==> src/design/tkpf_pkg.sv <==
// Shared types, constants and helpers for the two-key Playfair digraph cipher.
// No dependencies; every other design file imports this package.
package tkpf_pkg;

    localparam int SIDE    = 5;
    localparam int CELLS   = SIDE * SIDE;
    localparam int LETTERS = 26;

    typedef logic [4:0] letter_t;
    typedef logic [2:0] pos_t;
    typedef logic [2:0] action_t;

    localparam action_t ACT_CLEAR  = 3'd0;
    localparam action_t ACT_ROW    = 3'd1;
    localparam action_t ACT_COL    = 3'd2;
    localparam action_t ACT_FINISH = 3'd3;
    localparam action_t ACT_PAIR   = 3'd4;

    // Cell coordinates that the selection lanes must drive out
    typedef struct packed {
        pos_t row_a;
        pos_t col_a;
        pos_t row_b;
        pos_t col_b;
    } target_t;

    // What one cell lane reports
    typedef struct packed {
        logic    hit_a;
        logic    hit_b;
        letter_t pick_a;
        letter_t pick_b;
    } lane_out_t;

    // What the merging stage hands back to the top level
    typedef struct packed {
        logic    found_a;
        logic    found_b;
        pos_t    row_a;
        pos_t    col_a;
        pos_t    row_b;
        pos_t    col_b;
        letter_t letter_a;
        letter_t letter_b;
    } merge_out_t;

    // Move one place along a row or column, wrapping at the edge
    function automatic pos_t shift_pos(input pos_t v, input logic backwards);
        pos_t r;
        if (backwards)
            r = (v == 3'd0) ? pos_t'(SIDE - 1) : v - 3'd1;
        else
            r = (v == pos_t'(SIDE - 1)) ? 3'd0 : v + 3'd1;
        return r;
    endfunction

endpackage

==> src/design/tkpf_lane.sv <==
// One cell lane: matches the cell's letter against the request letters and
// drives the letter out when the cell is a selected target. Uses tkpf_pkg.
module tkpf_lane (
    input  tkpf_pkg::letter_t   cell_letter,
    input  logic                cell_filled,
    input  tkpf_pkg::pos_t      row_id,
    input  tkpf_pkg::pos_t      col_id,
    input  tkpf_pkg::letter_t   probe_a,
    input  tkpf_pkg::letter_t   probe_b,
    input  tkpf_pkg::target_t   tgt,
    output tkpf_pkg::lane_out_t lane_out
);
    import tkpf_pkg::*;

    always_comb
    begin
        lane_out.hit_a  = cell_filled && (cell_letter == probe_a);
        lane_out.hit_b  = cell_filled && (cell_letter == probe_b);
        lane_out.pick_a = (row_id == tgt.row_a && col_id == tgt.col_a) ? cell_letter : '0;
        lane_out.pick_b = (row_id == tgt.row_b && col_id == tgt.col_b) ? cell_letter : '0;
    end

endmodule

==> src/design/tkpf_merge.sv <==
// Merging stage: folds the one-hot lane reports into coordinates and letters.
// Uses tkpf_pkg.
module tkpf_merge (
    input  tkpf_pkg::lane_out_t  lane_out [tkpf_pkg::CELLS],
    output tkpf_pkg::merge_out_t merged
);
    import tkpf_pkg::*;

    always_comb
    begin
        merged = '0;
        for (int i = 0; i < CELLS; i++)
        begin
            if (lane_out[i].hit_a)
            begin
                merged.found_a = 1'b1;
                merged.row_a   = merged.row_a | pos_t'(i / SIDE);
                merged.col_a   = merged.col_a | pos_t'(i % SIDE);
            end
            if (lane_out[i].hit_b)
            begin
                merged.found_b = 1'b1;
                merged.row_b   = merged.row_b | pos_t'(i / SIDE);
                merged.col_b   = merged.col_b | pos_t'(i % SIDE);
            end
            merged.letter_a = merged.letter_a | lane_out[i].pick_a;
            merged.letter_b = merged.letter_b | lane_out[i].pick_b;
        end
    end

endmodule

==> src/design/two_key_playfair_digraph_cipher.sv <==
// Top level of the two-key Playfair digraph cipher: square store, fill logic,
// request sequencer and output register. Uses tkpf_pkg, tkpf_lane, tkpf_merge.
//
//  channel   direction  handshake            payload
//  --------  ---------  -------------------  ---------------------------------
//  in        sink       in_valid / in_ready  action, letter_first, letter_second
//  out       source     out_valid/out_ready  out_first, out_second, error
//  cfg       sink       cfg_valid/cfg_ready  decrypt_mode
//
// Clear, row and column keyword requests complete in the cycle they are
// accepted. For a pair, the 25 cell lanes locate both letters at acceptance;
// then, in ST_PICK, the coordinates are shifted and the letters are read
// back through the same lanes into the output register. A finish request
// walks the 25 cells one per cycle, holding in_ready low until the last cell.
// Reset clears the square, fill pointers and mode at once; no clearing pass.
// A stalled output holds the pair in ST_PICK; in_ready stays low until the
// result moves into the output register. cfg_ready is always high.
module two_key_playfair_digraph_cipher (
    input  logic              clk,
    input  logic              rst_n,
    input  logic              in_valid,
    output logic              in_ready,
    input  tkpf_pkg::action_t action,
    input  tkpf_pkg::letter_t letter_first,
    input  tkpf_pkg::letter_t letter_second,
    output logic              out_valid,
    input  logic              out_ready,
    output tkpf_pkg::letter_t out_first,
    output tkpf_pkg::letter_t out_second,
    output logic              error,
    input  logic              cfg_valid,
    output logic              cfg_ready,
    input  logic              decrypt_mode
);
    import tkpf_pkg::*;

    typedef enum logic [1:0] {
        ST_IDLE,
        ST_FINISH,
        ST_PICK
    } state_t;

    // Square store: one letter per cell, gated by its filled bit
    letter_t            square_reg [CELLS];
    logic [CELLS-1:0]   filled_reg, filled_next;
    logic [LETTERS-1:0] used_reg, used_next;
    logic [4:0]         row_idx_reg, row_idx_next;
    logic [4:0]         col_idx_reg, col_idx_next;
    logic [4:0]         fin_cell_reg, fin_cell_next;
    logic               complete_reg, complete_next;
    logic               decrypt_reg;
    state_t             state_reg, state_next;

    // Located pair, held from acceptance of a pair request through ST_PICK
    target_t            hit_reg, hit_next;
    logic               err_reg, err_next;

    // Output register
    logic               out_valid_reg, out_valid_next;
    letter_t            out_first_reg, out_first_next;
    letter_t            out_second_reg, out_second_next;
    logic               error_reg, error_next;

    // Placement of one letter this cycle
    logic [CELLS-1:0]   place_mask;
    letter_t            place_letter;
    logic               place_en;

    // Empty-cell searches
    logic [CELLS-1:0]   row_avail, row_iso;
    logic [CELLS-1:0]   col_avail, col_iso, col_cells;
    logic [4:0]         row_pos, col_pos;
    logic [LETTERS-1:0] unused, unused_iso;
    letter_t            unused_pos;
    logic               key_ok;
    logic               slot_free;

    target_t            tgt;
    lane_out_t          lane_out [CELLS];
    merge_out_t         merged;

    assign in_ready   = (state_reg == ST_IDLE);
    assign cfg_ready  = 1'b1;
    assign out_valid  = out_valid_reg;
    assign out_first  = out_first_reg;
    assign out_second = out_second_reg;
    assign error      = error_reg;
    assign slot_free  = !out_valid_reg || out_ready;

    // Cell lanes: match at acceptance, select in ST_PICK
    for (genvar g = 0; g < CELLS; g++)
    begin : g_lane
        localparam pos_t ROW_ID = pos_t'(g / SIDE);
        localparam pos_t COL_ID = pos_t'(g % SIDE);

        tkpf_lane u_lane (
            .cell_letter (square_reg[g]),
            .cell_filled (filled_reg[g]),
            .row_id      (ROW_ID),
            .col_id      (COL_ID),
            .probe_a     (letter_first),
            .probe_b     (letter_second),
            .tgt         (tgt),
            .lane_out    (lane_out[g])
        );
    end

    tkpf_merge u_merge (
        .lane_out (lane_out),
        .merged   (merged)
    );

    // Playfair rules on the held coordinates
    always_comb
    begin
        tgt = hit_reg;
        if (hit_reg.row_a == hit_reg.row_b)
        begin
            tgt.col_a = shift_pos(hit_reg.col_a, decrypt_reg);
            tgt.col_b = shift_pos(hit_reg.col_b, decrypt_reg);
        end
        else if (hit_reg.col_a == hit_reg.col_b)
        begin
            tgt.row_a = shift_pos(hit_reg.row_a, decrypt_reg);
            tgt.row_b = shift_pos(hit_reg.row_b, decrypt_reg);
        end
        else
        begin
            // rectangle: swap the columns
            tgt.col_a = hit_reg.col_b;
            tgt.col_b = hit_reg.col_a;
        end
    end

    // First empty cell in row order and in column order, from the fill pointers
    always_comb
    begin
        col_cells = '0;
        row_pos   = '0;
        col_pos   = '0;
        for (int p = 0; p < CELLS; p++)
        begin
            row_avail[p] = !filled_reg[p] && (5'(p) >= row_idx_reg);
            col_avail[p] = !filled_reg[(p % SIDE) * SIDE + p / SIDE] && (5'(p) >= col_idx_reg);
        end
        row_iso = row_avail & (~row_avail + CELLS'(1));
        col_iso = col_avail & (~col_avail + CELLS'(1));
        for (int p = 0; p < CELLS; p++)
        begin
            if (row_iso[p])
                row_pos = row_pos | 5'(p);
            if (col_iso[p])
                col_pos = col_pos | 5'(p);
            col_cells[(p % SIDE) * SIDE + p / SIDE] = col_iso[p];
        end
    end

    // Lowest letter not yet in the square, for the finish sweep
    always_comb
    begin
        unused     = ~used_reg;
        unused_iso = unused & (~unused + LETTERS'(1));
        unused_pos = '0;
        for (int l = 0; l < LETTERS; l++)
        begin
            if (unused_iso[l])
                unused_pos = unused_pos | letter_t'(l);
        end
    end

    assign key_ok = (letter_first < letter_t'(LETTERS)) && !used_reg[letter_first];

    always_comb
    begin
        state_next      = state_reg;
        filled_next     = filled_reg;
        used_next       = used_reg;
        row_idx_next    = row_idx_reg;
        col_idx_next    = col_idx_reg;
        fin_cell_next   = fin_cell_reg;
        complete_next   = complete_reg;
        hit_next        = hit_reg;
        err_next        = err_reg;
        out_valid_next  = out_valid_reg && !out_ready;
        out_first_next  = out_first_reg;
        out_second_next = out_second_reg;
        error_next      = error_reg;
        place_mask      = '0;
        place_letter    = letter_first;
        place_en        = 1'b0;

        unique case (state_reg)
            ST_IDLE:
            begin
                if (in_valid)
                begin
                    case (action)
                        ACT_CLEAR:
                        begin
                            filled_next   = '0;
                            used_next     = '0;
                            row_idx_next  = '0;
                            col_idx_next  = '0;
                            complete_next = 1'b0;
                        end
                        ACT_ROW:
                        begin
                            if (key_ok)
                            begin
                                if (|row_avail)
                                begin
                                    place_mask   = row_iso;
                                    place_en     = 1'b1;
                                    row_idx_next = row_pos + 5'd1;
                                end
                                else
                                    row_idx_next = 5'(CELLS);
                            end
                        end
                        ACT_COL:
                        begin
                            if (key_ok)
                            begin
                                if (|col_avail)
                                begin
                                    place_mask   = col_cells;
                                    place_en     = 1'b1;
                                    col_idx_next = col_pos + 5'd1;
                                end
                                else
                                    col_idx_next = 5'(CELLS);
                            end
                        end
                        ACT_FINISH:
                        begin
                            fin_cell_next = '0;
                            state_next    = ST_FINISH;
                        end
                        ACT_PAIR:
                        begin
                            hit_next.row_a = merged.row_a;
                            hit_next.col_a = merged.col_a;
                            hit_next.row_b = merged.row_b;
                            hit_next.col_b = merged.col_b;
                            err_next   = !complete_reg || !merged.found_a || !merged.found_b;
                            state_next = ST_PICK;
                        end
                        default:
                        begin
                            // unused action codes: drop the request
                        end
                    endcase
                end
            end

            ST_FINISH:
            begin
                // fill empty cells in row order with the lowest unused letters
                if (!filled_reg[fin_cell_reg] && (|unused))
                begin
                    place_mask   = CELLS'(1) << fin_cell_reg;
                    place_letter = unused_pos;
                    place_en     = 1'b1;
                end
                if (fin_cell_reg == 5'(CELLS - 1))
                begin
                    row_idx_next  = 5'(CELLS);
                    col_idx_next  = 5'(CELLS);
                    complete_next = 1'b1;
                    state_next    = ST_IDLE;
                end
                else
                    fin_cell_next = fin_cell_reg + 5'd1;
            end

            ST_PICK:
            begin
                if (slot_free)
                begin
                    out_valid_next  = 1'b1;
                    out_first_next  = err_reg ? '0 : merged.letter_a;
                    out_second_next = err_reg ? '0 : merged.letter_b;
                    error_next      = err_reg;
                    state_next      = ST_IDLE;
                end
            end

            default:
            begin
                state_next = ST_IDLE;
            end
        endcase

        filled_next = filled_next | place_mask;
        if (place_en)
            used_next[place_letter] = 1'b1;
    end

    always_ff @(posedge clk or negedge rst_n)
    begin
        if (!rst_n)
        begin
            state_reg     <= ST_IDLE;
            filled_reg    <= '0;
            used_reg      <= '0;
            row_idx_reg   <= '0;
            col_idx_reg   <= '0;
            fin_cell_reg  <= '0;
            complete_reg  <= 1'b0;
            decrypt_reg   <= 1'b0;
            out_valid_reg <= 1'b0;
        end
        else
        begin
            state_reg      <= state_next;
            filled_reg     <= filled_next;
            used_reg       <= used_next;
            row_idx_reg    <= row_idx_next;
            col_idx_reg    <= col_idx_next;
            fin_cell_reg   <= fin_cell_next;
            complete_reg   <= complete_next;
            out_valid_reg  <= out_valid_next;
            out_first_reg  <= out_first_next;
            out_second_reg <= out_second_next;
            error_reg      <= error_next;
            hit_reg        <= hit_next;
            err_reg        <= err_next;
            if (cfg_valid)
                decrypt_reg <= decrypt_mode;
        end
    end

    // Cell letters carry no reset: an empty cell is masked by its filled bit
    always_ff @(posedge clk)
    begin
        for (int c = 0; c < CELLS; c++)
        begin
            if (place_mask[c])
                square_reg[c] <= place_letter;
        end
    end

endmodule
==> config.mk <==
export PLATFORM = sky130hd
export DESIGN_NAME = two_key_playfair_digraph_cipher
export DESIGN_NICKNAME = d
export VERILOG_FILES = /design/src/design/tkpf_pkg.sv /design/src/design/tkpf_lane.sv /design/src/design/tkpf_merge.sv /design/src/design/two_key_playfair_digraph_cipher.sv
export SDC_FILE = /design/constraint.sdc
export NUM_CORES = 1
export LEC_CHECK = 0
export BUFFER_PORTS_ARGS = -buffer_cell sky130_fd_sc_hd__buf_2
export CORE_MARGIN = 2
export CORE_UTILIZATION = 30
export CTS_BUF_LIST = sky130_fd_sc_hd__clkbuf_8
export DETAILED_ROUTE_END_ITERATION = 7
export PLACE_DENSITY = 0.46
export SLEW_MARGIN = 20
export SYNTH_ARGS = -nofsm -noshare
export SYNTH_HDL_FRONTEND = slang
export SYNTH_SLANG_ARGS = --single-unit
==> constraint.sdc <==
create_clock -name clk -period 7.9 [get_ports clk]
set_clock_uncertainty 0.05 [all_clocks]
set_input_delay 0.395 -clock clk [delete_from_list [all_inputs] [get_ports clk]]
set_output_delay 0.395 -clock clk [all_outputs]
set_load 0.01 [all_outputs]
## Word-level counts from Yosys, hierarchy flattened

Memories as Yosys holds them, arrays and structs flattened.
Index checks and enable logic that the tools add are counted.

| word-level totals | value |
|---|---|
| flip-flop bits (word level) | 95 |
| bits in latches | 0 |
| bits in writable memories | 125 |
| ROM bits | 0 |
| bits of input ports | 19 |
| output and inout port bits | 14 |
| memories kept | 1 |

Memories:

| name | depth | width | read ports | clocked after Yosys merged registers in | write ports | RTL line | source |
|---|---|---|---|---|---|---|---|
| square_reg | 25 | 5 | 25 | 0 | 25 | two_key_playfair_digraph_cipher.sv:44 | `letter_t square_reg [CELLS];` |

| cells by class | value |
|---|---|
| add/subtract/negate cells | 14 |
| multipliers | 0 |
| div/mod/pow operators | 0 |
| $lt $le $gt $ge | 55 |
| equality and inequality tests | 91 |
| shifts and indexed selects | 1 |
| mux-type cells | 454 |
| bitwise logic cells | 57 |
| reduce and logical (&&, ||, !) cells | 210 |

Operators with widths:

| cell | number |
|---|---|
| 25-bit 2-to-1 mux | 30 |
| 5-bit 2-to-1 mux | 142 |
| 5-bit == test | 50 |
| 5-bit bitwise OR | 48 |
| 26-bit 2-to-1 mux | 7 |
| 1-bit logical AND | 154 |
| 1-bit 2-to-1 mux | 149 |
| 4-bit 2-to-1 mux | 34 |
| 3-bit 2-to-1 mux | 44 |
| 25-bit case mux with 2 select lines | 2 |
| 5-bit >= comparator, first input constant | 18 |
| 4-bit by 5-bit >= comparator with 1-bit output, first input constant | 16 |
| 12-bit 2-to-1 mux | 5 |
| 6-bit 2-to-1 mux | 10 |
| 26-bit NOT | 2 |
| 25-bit by 1-bit adder with 25-bit output, second input constant | 2 |
| 25-bit bitwise AND | 2 |
| 25-bit NOT | 2 |
| 5-bit case mux with 2 select lines | 5 |
| 25-bit OR reduction | 2 |
| 3-bit by 5-bit >= comparator with 1-bit output, first input constant | 8 |
| 2-bit 2-to-1 mux | 18 |
| 1-bit zero test | 32 |
| 3-bit zero test | 9 |
| other kinds (39) | 91 |

## Logic depth before layout (Yosys ltp)

| logic depth | value |
|---|---|
| depth in word-level cells | 45 |
| gate-level depth with buffers | 14 |

## Modules after synthesis

From an unflattened synthesis, not the netlist that was laid out.

| unflattened totals | value |
|---|---|
| cell total of the unflattened synthesis | 2371 |
| area total of the unflattened synthesis | 20510.9 um2 |

Modules (own cells, without submodules):

| module | instances | cells an instance | area each (um2) | sequential area each (um2) |
|---|---|---|---|---|
| two_key_playfair_digraph_cipher | 1 | 1037 | 11760.0 | 6251.0 |
| tkpf_lane | 25 | 48 | 317.8 | 0.0 |
| tkpf_merge | 1 | 134 | 805.8 | 0.0 |

## Least setup slack after synthesis

Ideal clock, no wire load.

| timing | value |
|---|---|
| path kind | register -> register |
| from | reg fin_cell_reg[0] |
| to | reg used_reg[11] |
| setup time | 0.070 ns |
| data arrival time | 3.493 ns |
| data required time | 7.780 ns |
| setup slack | 4.288 ns |
| cell stages (with the launch flop) | 12 |
| path buffers | 3 |
| clock period less this slack | 3.612 ns |
| cells stage by stage | dfrtp_1 > buf_2 > mux4_2 > mux4_2 > nor2_1 > o21a_1 > buf_4 > nor2_1 > a21oi_1 > and2_1 > buf_2 > a32o_1 |

| on the way | value |
|---|---|
| longest elaborated chain between the ends | 13 |
| elaborated cells on any way between the ends | 17 |
| those cells by class | order compare: 2; mux: 11; bitwise: 1; reduce/logical: 3 |

Ends and longest elaborated chain:

| what | RTL line | source |
|---|---|---|
| from (decl) | two_key_playfair_digraph_cipher.sv:49 | `logic [4:0] fin_cell_reg, fin_cell_next;` |
| from (signal assigned) | two_key_playfair_digraph_cipher.sv:320 | `fin_cell_reg <= fin_cell_next;` |
| 1-bit binary-select mux with 5-bit select * | two_key_playfair_digraph_cipher.sv:259 | `if (!filled_reg[fin_cell_reg] && (\|unused))` |
| 1-bit 2-to-1 mux (implied by the code) * | two_key_playfair_digraph_cipher.sv:259 |  |
| 1-bit zero test * | two_key_playfair_digraph_cipher.sv:259 |  |
| 1-bit logical AND * | two_key_playfair_digraph_cipher.sv:259 |  |
| 5-bit 2-to-1 mux * | two_key_playfair_digraph_cipher.sv:259 |  |
| 5-bit 2-to-1 mux * (2 in series) | two_key_playfair_digraph_cipher.sv:192 | `unique case (state_reg)` |
| named net place_letter[1] | two_key_playfair_digraph_cipher.sv:66 | `letter_t place_letter;` |
| 5-bit by 6-bit < comparator with 1-bit output (implied by the code) or 5-bit by 1-bit >= comparator with 1-bit output (tied branches) | two_key_playfair_digraph_cipher.sv:296 | `used_next[place_letter] = 1'b1;` |
| 1-bit logical AND (implied by the code) | two_key_playfair_digraph_cipher.sv:296 |  |
| 1-bit 2-to-1 mux (implied by the code) | two_key_playfair_digraph_cipher.sv:296 |  |
| 1-bit demux with 5-bit select * | two_key_playfair_digraph_cipher.sv:296 |  |
| 26-bit bitwise OR (no source line) * | n/a |  |
| 26-bit 2-to-1 mux * | two_key_playfair_digraph_cipher.sv:295 | `if (place_en)` |
| named net used_next[11] | two_key_playfair_digraph_cipher.sv:46 | `logic [LETTERS-1:0] used_reg, used_next;` |
| to (signal assigned) | two_key_playfair_digraph_cipher.sv:317 | `used_reg <= used_next;` |
| to (decl) | two_key_playfair_digraph_cipher.sv:46 |  |

The timed path passes the listed nets; every way through them passes the cells marked *. The select of a mux whose other input is x is not followed.
A chain may end at the register's enable or synchronous reset.

## Final worst setup path

| timing | value |
|---|---|
| from | reg fin_cell_reg[0] |
| to | reg used_reg[6] |

The elaborated chain is that of the path after synthesis.

==> results.txt <==
- Number of cells on the worst reg-to-reg path: 8
- Die X: 240 um
- Power dissipated by switching net loads: 0.00247 W
* Share of the synthesized area in the top cell type: 26.7%
- In this run, flip-flops and latches consume 38.1% of the power.
* Buffer and inverter count on the worst path: 1
- In this run the static leakage power is 6.81 nW.
- Cell accounting for the most synthesized area: sky130_fd_sc_hd__edfxtp_1
* Worst Hold Depth: 3
* IR Drop Worst-Case VDD: 0.000166 V
- In this run, synthesis produced a sequential element count of 220.
- Ranking of synthesized cells by instance count: sky130_fd_sc_hd__xor2_1 (200), sky130_fd_sc_hd__edfxtp_1 (149), sky130_fd_sc_hd__nand2_1 (102), sky130_fd_sc_hd__nor2_1 (80)
* Slowest stage cell, crit path: sky130_fd_sc_hd__mux2i_1
- Layout fillers: 5769
- Floorplan row count: 86
* Largest register FFs: 125
- Number of maximum-capacitance violations: 0
* Logic depth of the worst path, buffers included: 8
* Detail Route Antenna Nets: 0
- Post-synthesis average cell area: 9.59 um2
- The flow ran to the end, and the final reports show no timing, DRC or antenna violations.
- Series of cell instances along the critical path: mux4_2 -> mux4_2 -> nor2_1 -> o21a_1 -> mux2i_1 -> inv_2 -> nor3_1 -> a32o_1
- For this run the aggregate overflow at the end of global routing stands at 0.
* Iteration-0 DRC count of the detailed router: 2147
* Post-route design area: 18500 um2
* DRC viols: 0
* Most instantiated flip-flop cell in the synthesis netlist: sky130_fd_sc_hd__edfxtp_1
- The first global-routing pass estimated 107000 um of wire.
- In this run the post-CTS setup repair buffer count came out at 0.
- Number of placed instances, taps included: 2438
- The number of antenna violations at the first check in global routing came to 0.
- Dividing the detail-routed wire length by the instance count gives 29.7 um.
* Count of flip-flops with a built-in enable after synthesis: 149
- Number of synthesis warnings: 0
- Cell area after synthesis: 16700 um2
- Area enclosed by the die boundary: 57700 um2
- On the worst path, the slowest cell contributes a delay of 760 ps.
- The core region is 55100 um2.
- Sink Count: 220
- In this run the worst path has a maximum fanout of 33.
* Critical path class: reg -> reg
- CTS placed an instance of sky130_fd_sc_hd__clkbuf_8 at the clock tree root.
- Yosys attributes the largest share of cell area to sky130_fd_sc_hd__edfxtp_1 (27%), sky130_fd_sc_hd__dfrtp_1 (11%), sky130_fd_sc_hd__xor2_1 (10%), sky130_fd_sc_hd__xnor2_1 (3.4%), sky130_fd_sc_hd__nor4_1 (2.4%).
- Dividing total power by cell area gives a power density of 291 nW/um2.
- Vias in the first global route: 14700
- Clock latency on the worst-skew pair, taken at its later pin, is 650 ps.
- TritonCTS created 41 clock buffers.
* Cell internal power dissipation: 0.00292 W
- Count of antenna diodes in the layout: 0
- Global routing used 35.5% of the available met1 tracks.
- Largest net degree at the start of global routing: 55
- Buffers added on ports: 31
- Layout area overhead: 10.7%
- Weighted congestion reported at the end of routability-driven placement: 1.00
- Clock slew seen by the registers of the worst setup and hold paths: 60 ps
* DR vias: 15700
- OpenSTA, run right after detailed placement, puts the worst setup slack at 3320 ps.
- For this configuration, the core starts out at a cell density of 30.4%.
- Hold-fix buffer count after cts: 3
- Asr flop ratio synth: 32.3%
- At the pin with the least slew margin, the transition time is 1130 ps.
* Area occupied by multi-input gates: 9880 um2
- Part of the cycle the worst path needs: 58.7%
- The clock tree synthesis step divided the H-tree into 2 levels.
- The hold violation count in the final report came to 0.
* Type of the worst min-delay path: in -> reg
- Once the clock tree was built, the resizer swapped 0 gates to a different size.
- Detailed placer's ending HPWL: 54600 um
- Headroom to the max-slew limit came out at 24.3%.
* Post-Syn Instances: 1745
- The worst setup path is launched from a flop.
- The number of different library cells used by synthesis comes to 91.
- TritonCTS built the clock tree.
* Met2 track demand over resource in global routing: 39.1%
* Post-Layout Cell Count: 2517
- Sequential elements use 37.4% of the synthesized area.
- Setup Viol. Count Final: 0
- Unrepaired setup endpoints after global routing: no
- In the final layout, the share of cells above drive strength 1 is 10.9%.
- Count of boundary I/O pins: 33
- Sum of negative setup slack: 0 ps
- Grouping stages by cell kind, the critical path spends the most delay in multiplexers.
- Critical Path Sink Type: flop
- In the post-synthesis netlist, the cell with the most instances is sky130_fd_sc_hd__xor2_1.
- Max Slew Vio Count: 0
- The final layout contains 1775 nets.
* Part of the total power dissipated in the clock network: 21.1%
- GR Layer Usage met3: 4.23%
- Derived from the worst setup path, the maximum achievable clock frequency is 0.216 GHz.
- Number of optimization iterations in the first detailed-route pass: 8
- STA puts the critical path data required time at 8410 ps.
- Post-synthesis net count: 1784
* Final hold slack: 40.4 ps
* Switching Fraction: 45.9%
- For the finished layout, the period the worst path requires is 4640 ps.
* Fraction of power consumed by combinational cells: 40.8%
- After detailed routing, the number of vias per cell comes to 6.24.
- Once placement finished, the instance area stood at 17600 um2.
- The longest clock path from root to sink contains 3 buffers.
- Layer with the highest usage: met2
* Register area: 6250 um2
* Arrival time reported for the critical path endpoint: 5150 ps
- Final wirelength: 74700 um
- Floorplan die height: 240 um
- By instance count, the cell type seen most on the critical path is sky130_fd_sc_hd__mux4_2.
- Gr usage total: 25.5%
- The worst path meets setup with 3260 ps of slack.
## cells by family after synthesis
group	synth area share [%]
AOI/OAI and AO/OA	22.2
xor gates and xnor gates	13.8
adders and majority gates	1.50
buffers and inverters	3.95
DFF	37.4
muxes	4.00
other	0.0224
and+or+nand+nor	17.1
## power groups by stage
stage | Combinational [W] | Clock (W) | Sequential [W]
global placement | 0.00218 | 0 | 0.00206
CTS | 0.00216 | 0.00116 | 0.00203
finish | 0.00220 | 0.00114 | 0.00205
detailed placement | 0.00215 | 0 | 0.00205
floorplan | 0.00163 | 0 | 0.00172
global route | 0.00236 | 0.00121 | 0.00208
## final timing paths
path / startpoint / to / slack [ps]
worst max-delay path: fin_cell_reg[0]$_DFFE_PN0P_ / used_reg[6]$_DFF_PN0_ / 3260
worst min-delay path: action[2] / state_reg[1]$_DFFE_PN0P_ / 40
worst max register to register: fin_cell_reg[0]$_DFFE_PN0P_ / used_reg[6]$_DFF_PN0_ / 3260
worst min register to register: row_idx_reg[4]$_DFFE_PN0P_ / row_idx_reg[4]$_DFFE_PN0P_ / 470
max in group asynchronous: rst_n / filled_reg[18]$_DFF_PN0_ / 6520
min in group asynchronous: rst_n / filled_reg[4]$_DFF_PN0_ / 170
## worst register-to-register path, delay by kind of cell (launching register included)
| family | cells | cell delay, ps |
|---|---|---|
| buffers and inverters | 1 | 560 |
| flip-flops | 1 | 690 |
| AO/OA/AOI/OAI | 2 | 670 |
| multiplexers | 3 | 1870 |
| AND/OR/NAND/NOR | 2 | 720 |
## stage by stage
stage                     total power (W)  utilization, %
after floorplan                   0.00336               -
after global placement            0.00423            32.0
after detailed placement          0.00420            32.0
after CTS                         0.00535            33.6
after global routing              0.00565            33.6
final                             0.00539            33.6
## layout by cell type (no fill, tap or decap), types with 15 or more instances in the layout
cell type / n
sky130_fd_sc_hd__xor2_1: 200
sky130_fd_sc_hd__mux2_2: 17
sky130_fd_sc_hd__edfxtp_1: 149
sky130_fd_sc_hd__a22o_1: 34
sky130_fd_sc_hd__mux4_2: 15
sky130_fd_sc_hd__nor3_1: 47
sky130_fd_sc_hd__nand4_1: 36
sky130_fd_sc_hd__a21oi_1: 57
sky130_fd_sc_hd__buf_4: 38
sky130_fd_sc_hd__dfrtp_1: 71
sky130_fd_sc_hd__inv_1: 47
sky130_fd_sc_hd__o22ai_1: 21
sky130_fd_sc_hd__xnor2_1: 64
sky130_fd_sc_hd__and3_1: 37
sky130_fd_sc_hd__nor4_1: 65
sky130_fd_sc_hd__o211ai_1: 16
sky130_fd_sc_hd__nand3_1: 60
sky130_fd_sc_hd__a211oi_1: 21
sky130_fd_sc_hd__a21o_1: 44
sky130_fd_sc_hd__nand2_1: 101
sky130_fd_sc_hd__nor2_1: 80
sky130_fd_sc_hd__and2_1: 15
sky130_fd_sc_hd__a222oi_1: 19
sky130_fd_sc_hd__clkbuf_8: 48
sky130_fd_sc_hd__a31oi_1: 33
sky130_fd_sc_hd__buf_2: 30
sky130_fd_sc_hd__o21ai_0: 38
sky130_fd_sc_hd__a32o_1: 17
sky130_fd_sc_hd__ha_1: 20
sky130_fd_sc_hd__a22oi_1: 43
## per-layer routing
layer	vias to the layer above	wire, um
met5	-	0
met4	0	3370
met3	190	6460
met2	894	33000
met1	7833	31900
li1	6778	-
## cell type report
cell class                      count  share of cell area [%]
Clock buffer                       48                    3.57
Sequential cell                   220                    33.8
Inverter                           38                   0.771
Tap cell                          748                    5.06
Multi-Input combinational cell   1364                    53.4
Clock inverter                     28                   0.933
Timing Repair Buffer               71                    2.51
Power figures use the tool's default switching activity.
